## config.mk

```make
export PLATFORM = sky130hd
export DESIGN_NAME = rvmd_ctrl
export DESIGN_NICKNAME = d
export VERILOG_FILES = /design/src/rtl/rvmd_pkg.sv /design/src/rtl/rvmd_ctrl.sv
export SDC_FILE = /design/constraint.sdc
export NUM_CORES = 1
export LEC_CHECK = 0
export BUFFER_PORTS_ARGS = -buffer_cell sky130_fd_sc_hd__buf_2
export CAP_MARGIN = 30
export CORE_UTILIZATION = 40
export CTS_CLUSTER_SIZE = 28
export DETAILED_ROUTE_END_ITERATION = 8
export HOLD_SLACK_MARGIN = 0.08
export PLACE_DENSITY = 0.77
export SYNTH_ARGS = -nofsm -noshare
export SYNTH_HDL_FRONTEND = slang
export SYNTH_SLANG_ARGS = --single-unit
```

## constraint.sdc

```tcl
create_clock -name clk -period 1.58 [get_ports clk]
set_clock_uncertainty 0.2 [all_clocks]
set_input_delay 0.158 -clock clk [delete_from_list [all_inputs] [get_ports clk]]
set_output_delay 0.158 -clock clk [all_outputs]
set_load 0.02 [all_outputs]
```

## src/rtl/rvmd_pkg.sv

```systemverilog
// ----------------------------------------------------------------------------
// rvmd_pkg
// Shared types and constants of the RV32 mul/div execute unit.
// ----------------------------------------------------------------------------
package rvmd_pkg;

  localparam logic [6:0]  OP_IMM_ZEXT = 7'h13;
  localparam logic [6:0]  OP_LUI      = 7'h37;
  localparam logic [6:0]  OP_AUIPC    = 7'h17;
  localparam logic [6:0]  OP_MULDIV   = 7'h33;
  localparam logic [6:0]  F7_MULDIV   = 7'h01;
  localparam logic [2:0]  F3_ZEXT     = 3'd6;
  localparam logic [2:0]  F3_MUL      = 3'd0;
  localparam logic [2:0]  F3_MULH     = 3'd1;
  localparam logic [2:0]  F3_DIV      = 3'd4;
  localparam logic [2:0]  F3_REM      = 3'd6;
  localparam logic [31:0] UPPER_MASK  = 32'hFFFF_F000;
  localparam logic [31:0] SP_RESET    = 32'd2465792;
  localparam logic [4:0]  SP_IDX      = 5'd2;

  typedef enum logic [2:0] {
    OPK_BAD  = 3'd0,
    OPK_IMM  = 3'd1,
    OPK_ZEXT = 3'd2,
    OPK_MUL  = 3'd3,
    OPK_MULH = 3'd4,
    OPK_DIV  = 3'd5,
    OPK_REM  = 3'd6
  } opk_t;

  // controller -> datapath
  typedef struct packed {
    logic load;      // latch word, decode
    logic rd_rs;     // operands read from register file
    logic start;     // set up divider, zero-extend byte
    logic mul_step;  // register the product
    logic div_step;  // one divider iteration
    logic finish;    // form result, write back
  } cmd_t;

  // datapath -> controller
  typedef struct packed {
    opk_t kind;
    logic div_last;
  } sts_t;

endpackage

```

## src/rtl/rvmd_ctrl.sv

```systemverilog
// ----------------------------------------------------------------------------
// rvmd_ctrl
// Sequencer: load, operand read, execute, writeback, output hold.
// ----------------------------------------------------------------------------
module rvmd_ctrl (
  input  logic           clk,
  input  logic           rst_n,
  input  logic           in_valid,
  output logic           in_ready,
  output logic           out_valid,
  input  logic           out_ready,
  input  rvmd_pkg::sts_t sts,
  output rvmd_pkg::cmd_t cmd
);

  typedef enum logic [6:0] {
    S_IDLE = 7'b0000001,
    S_READ = 7'b0000010,
    S_EXEC = 7'b0000100,
    S_MUL  = 7'b0001000,
    S_DIV  = 7'b0010000,
    S_DONE = 7'b0100000,
    S_OUT  = 7'b1000000
  } state_t;

  state_t state_r, state_nxt;

  assign in_ready  = (state_r == S_IDLE);
  assign out_valid = (state_r == S_OUT);

  always_comb begin
    state_nxt = state_r;
    cmd       = '0;
    unique case (state_r)
      S_IDLE: begin
        if (in_valid) begin
          cmd.load  = 1'b1;
          state_nxt = S_READ;
        end
      end
      S_READ: begin
        cmd.rd_rs = 1'b1;
        state_nxt = S_EXEC;
      end
      S_EXEC: begin
        cmd.start = 1'b1;
        if (sts.kind == rvmd_pkg::OPK_MUL || sts.kind == rvmd_pkg::OPK_MULH) begin
          state_nxt = S_MUL;
        end else if (sts.kind == rvmd_pkg::OPK_DIV || sts.kind == rvmd_pkg::OPK_REM) begin
          state_nxt = S_DIV;
        end else begin
          state_nxt = S_DONE;
        end
      end
      S_MUL: begin
        cmd.mul_step = 1'b1;
        state_nxt    = S_DONE;
      end
      S_DIV: begin
        cmd.div_step = 1'b1;
        if (sts.div_last) state_nxt = S_DONE;
      end
      S_DONE: begin
        cmd.finish = 1'b1;
        state_nxt  = S_OUT;
      end
      S_OUT: begin
        if (out_ready) state_nxt = S_IDLE;
      end
      default: state_nxt = S_IDLE;
    endcase
  end

  always_ff @(posedge clk) begin
    if (!rst_n) state_r <= S_IDLE;
    else        state_r <= state_nxt;
  end

endmodule

```

---- Yosys cells after proc, flatten, opt, wreduce, memory -nomap -nowiden ----
Index checks and enable logic that the tools add are counted.
operators by class
  add/subtract/negate cells ............... 0
  $mul .................................... 0
  divide/modulo/power cells ............... 0
  $lt $le $gt $ge ......................... 0
  eq/ne operators ......................... 14
  shift-type cells ........................ 0
  mux-type cells .......................... 13
  bitwise gates (word level) .............. 0
  reductions and logical operators ........ 3
operators with widths
  operator            count
  $pmux 7 s7          1
  $mux 7              4
  $eq 3x3->1 const B  3
  $eq 7x1->1 const B  1
  $eq 7x2->1 const B  1
  $eq 7x3->1 const B  1
  $eq 7x4->1 const B  1
  $eq 7x5->1 const B  1
  $eq 7x6->1 const B  1
  $eq 7x7->1 const B  1
  $mux 1              7
  $mux 6              1
  $ne 2x2->1 const B  2
  $eq 3x2->1 const B  1
  $reduce_and 3->1    1
  $logic_or 1x1->1    2
  $ne 2x1->1 const B  1
word-level totals
  bits in registers ....................... 7
  bits in latches ......................... 0
  bits in writable memories ............... 0
  ROM bits ................................ 0
  input bits .............................. 8
  output and inout bits ................... 8
  logic and storage cells ................. 31
  memories kept ........................... 0

---- Depth between registers and ports, before layout ----
  depth after elaboration ................. 5
  depth in mapped cells ................... 5
  gate-level depth less buffers ........... 4

---- Least setup slack after synthesis ----
Ideal clock, no wire load.
  path type ............................... flip-flop to output port
  start point ............................. register state_r[0]
  end point ............................... output out_valid
  data arrival time ....................... 1.736 ns
  required time ........................... 1.222 ns
  path slack .............................. -0.514 ns
  cell stages (with the launch flop) ...... 4
  buffers on the path ..................... 1
  cell sequence ........................... dfxtp_1 > buf_2 > or4_4 > nor4b_1
on the way
  longest elaborated chain between the ends .. 1
RTL lines
  item                    RTL line         source
  from (decl)             rvmd_ctrl.sv:26  state_t state_r, state_nxt;
  from (signal assigned)  rvmd_ctrl.sv:76  else state_r <= state_nxt;
  $eq 7x7->1              rvmd_ctrl.sv:29  assign out_valid = (state_r == S_OUT);
  to (decl)               rvmd_ctrl.sv:10  output logic out_valid,
Every way passes these cells.

---- Final worst setup path ----
  start point ............................. register state_r[2]
  end point ............................... register state_r[5]
on the way
  longest elaborated chain between the ends .. 3
  elaborated cells between the ends (all ways) .. 12
  classes of those cells .................. 10 x eq/ne; 1 x mux; 1 x reduce/logical
RTL lines
  item                                                RTL line         source
  $eq 7x5->1, or another cell as far along            rvmd_ctrl.sv:34  unique case (state_r)
  $ne 2x2->1 (no line) or $ne 2x1->1 (tied branches)  n/a
  $reduce_and 3->1 (no line)                          n/a
Parallel ways exist; a longest one is shown, timed or not.
A chain may end at the register's enable or synchronous reset.

==> impl_metrics.ini <==
[hold_path]
holdCritStartpoint = sts[3]
hold_depth = 4
min_path_type = in -> reg
holdPathEnd = state_r[3]$_SDFFE_PN0P_

[worst_setup_path]
reg2reg_slack_ns = -0.44
worstPathMaxFanout = 4
reg2reg_depth = 6
worstPathRequired_ns = 1.55
path_class = reg -> reg
r2r_start = state_r[2]$_SDFFE_PN0P_
arrival_ns = 1.98
r2r_end = state_r[5]$_SDFFE_PN0P_
end_kind = flop
setup.worst_path.start_class = flop

[placed_design]
placed_area_um2 = 767
place_congestion = 0.817
io_buffer_count = 15
place_hpwl_um = 1230
pre_cts_ws_ns = -0.184

[pwr]
pwr-share-seq_pct = 31.4
clockPowerShare_pct = 29.8
combPwrFrac_pct = 38.8
swShare_pct = 33.7
vdd_drop_max_mv = 0.376
p_leak_nw = 0.437
power.switching_w = 0.000201
p_int_w = 0.000396
cellPowerDensity_nw_per_um2 = 587
total_power_w = 0.000597

[die]
die_w_um = 38.4
start_util_pct = 45.2
die_area_um2 = 1470
core-area_um2 = 1170
ioPinCount = 16
die_h_um = 38.4
rows = 12

[clocking]
path_clk_slew_ns = 0.06
cts_buffer_depth = 2
cts_tree = built
htree_levels = 1
clk_latency_ns = 0.27
cts-root-buf = clkbuf_4
cts_sinks = 7
numCtsBuffers = 3

[timing]
hold_viol = 0
finalSetupTns_ns = -3.86
final.period_utilization_pct = 128
setup_viol = 14
rsz0062_at_grt = yes
fmax_mhz = 496
whs_ns = 0.0889
finalWorstSetupSlack_ns = -0.435
worst-slew-pin-transition_ns = 0.375
max_slew_margin_pct = 74.9
fin_crit_ns = 2.02
report.final.slew_viol_count = 0

[layout]
areaGrowthSynthToFinish_pct = 92.0
largest_reg_flops = 7
largestRegisters = state_r: 7 flops
nNetsFinal = 112
diodes = 0
fin_area_um2 = 1020
top_register = state_r
final_layout_size_suffix_gt1_share_pct = 67.0

[synthesis]
synth_common_cells = nor2_1 (8), dfxtp_1 (7), and3_1 (5), nand2_1 (4), nor3_1 (4)
synth_top_area_cell = dfxtp_1
synth_area_leaders = dfxtp_1 (26%), and3_1 (5.9%), nor2_1 (5.7%)
postSynthAreaPerCell_um2 = 8.54
yosysSeqAreaShare_pct = 26.5
async_flop_share_pct = 0
syn_area_um2 = 529
yosysUniqueCellTypes = 29
syn_inst = 62
synth_most_common_cell = nor2_1
ys_ff_latch = 7
ys.flop_type = dfxtp_1
syn-num-nets = 70
yosys_warnings = 0
synth_edf_count = 0
synth_top_area_share_pct = 26.5

[routing]
drc = 0
ant_nets = 0
wl_um = 2110
wl_per_cell_um = 18.1
drt_pass1_iterations = 4
drt-vias-per-instance = 5.80
vias = 679
drt_iter0_drc = 31

[run_status]
status = finished, violations left
violations = setup timing

[grt]
grt_busiest_layer = met2
grt_pass1_wl_um = 2990
grt_max_degree = 9
met3_usage_pct = 9.30
grt_pass1_vias = 642
use_met2_pct = 52.5
grt_overflow = 0
grt_use_met1_pct = 35.0
antenna_found_initial = 0
grt.total_usage_pct = 31.0

[run]
cap_viol_max_count = 0
## metal layers
metal / wire length [um] / share of wire [%] / vias to the layer above
met2: 1040 / 49 / 41
met1: 807 / 38 / 312
met4: 110 / 5.2 / 0
li1: - / - / 314
met5: 0 / 0 / -
met3: 153 / 7.2 / 12
## placed cells by master (no fill, tap or decap), drive strengths merged, types with 3 or more instances in the layout
cell type	count
nor4b	3
o21ai	3
nor2	8
clkbuf	4
nor3	4
nand2	4
nor2b	3
and3	5
buf	39
dfxtp	7
## what timing repair did
action,CTS,global route
resized for setup,31,7
buffers inserted,6,3
setup endpoints to repair,13,14
hold buffers,2,0
pin swaps,10,6
endpoints found under the hold margin,4,0
## worst max-delay path, stage by stage, from the launching register on
cell     delay [ns]
dfxtp_2        0.32
buf_6          0.11
buf_6          0.10
or4_4          0.48
o41ai_4        0.41
nor2_1         0.11
and3_1         0.18
## metrics by stage
step                      std cells  util [%]
after CTS                       114      82.5
final                           117      86.8
after detailed placement        102      65.5
after global routing            117      86.8
after global placement          102      65.5
after floorplan                  62         -
## area by class of cell
type | instances | area [um^2]
Timing Repair Buffer | 41 | 337
Multi-Input combinational cell | 51 | 487
Sequential cell | 7 | 149
Fill cell | 58 | 155
Tap cell | 14 | 17.5
Clock buffer | 4 | 26.3
## power groups by stage
stage | logic [W] | clock network (W) | registers, W
floorplan | 0.000111 | 0 | 0.000190
global placement | 0.000159 | 0 | 0.000191
detailed placement | 0.000162 | 0 | 0.000191
CTS | 0.000207 | 0.000174 | 0.000188
global route | 0.000240 | 0.000189 | 0.000188
finish | 0.000231 | 0.000178 | 0.000188
## worst max path at each step
stage	startpoint	end	slack, ns	depth (start not counted)
after floorplan	state_r[0]$_SDFFE_PN1P_	state_r[6]$_SDFFE_PN0P_	-0.22	5
after global routing	state_r[2]$_SDFFE_PN0P_	state_r[0]$_SDFFE_PN1P_	-0.52	6
after global placement	state_r[6]$_SDFFE_PN0P_	state_r[0]$_SDFFE_PN1P_	-0.13	4
after CTS	state_r[3]$_SDFFE_PN0P_	cmd[0]	-0.44	3
final	state_r[2]$_SDFFE_PN0P_	state_r[5]$_SDFFE_PN0P_	-0.44	6
after detailed placement	state_r[6]$_SDFFE_PN0P_	state_r[5]$_SDFFE_PN0P_	-0.18	4
## cells by family after synthesis
kind of cell	share of synthesized area, %
flip-flops	26.5
AND/OR/NAND/NOR	47.3
buffers and inverters	3.31
XOR/XNOR	4.97
AO/OA/AOI/OAI	18.0
Note: power is estimated with default switching activity, not from simulation.
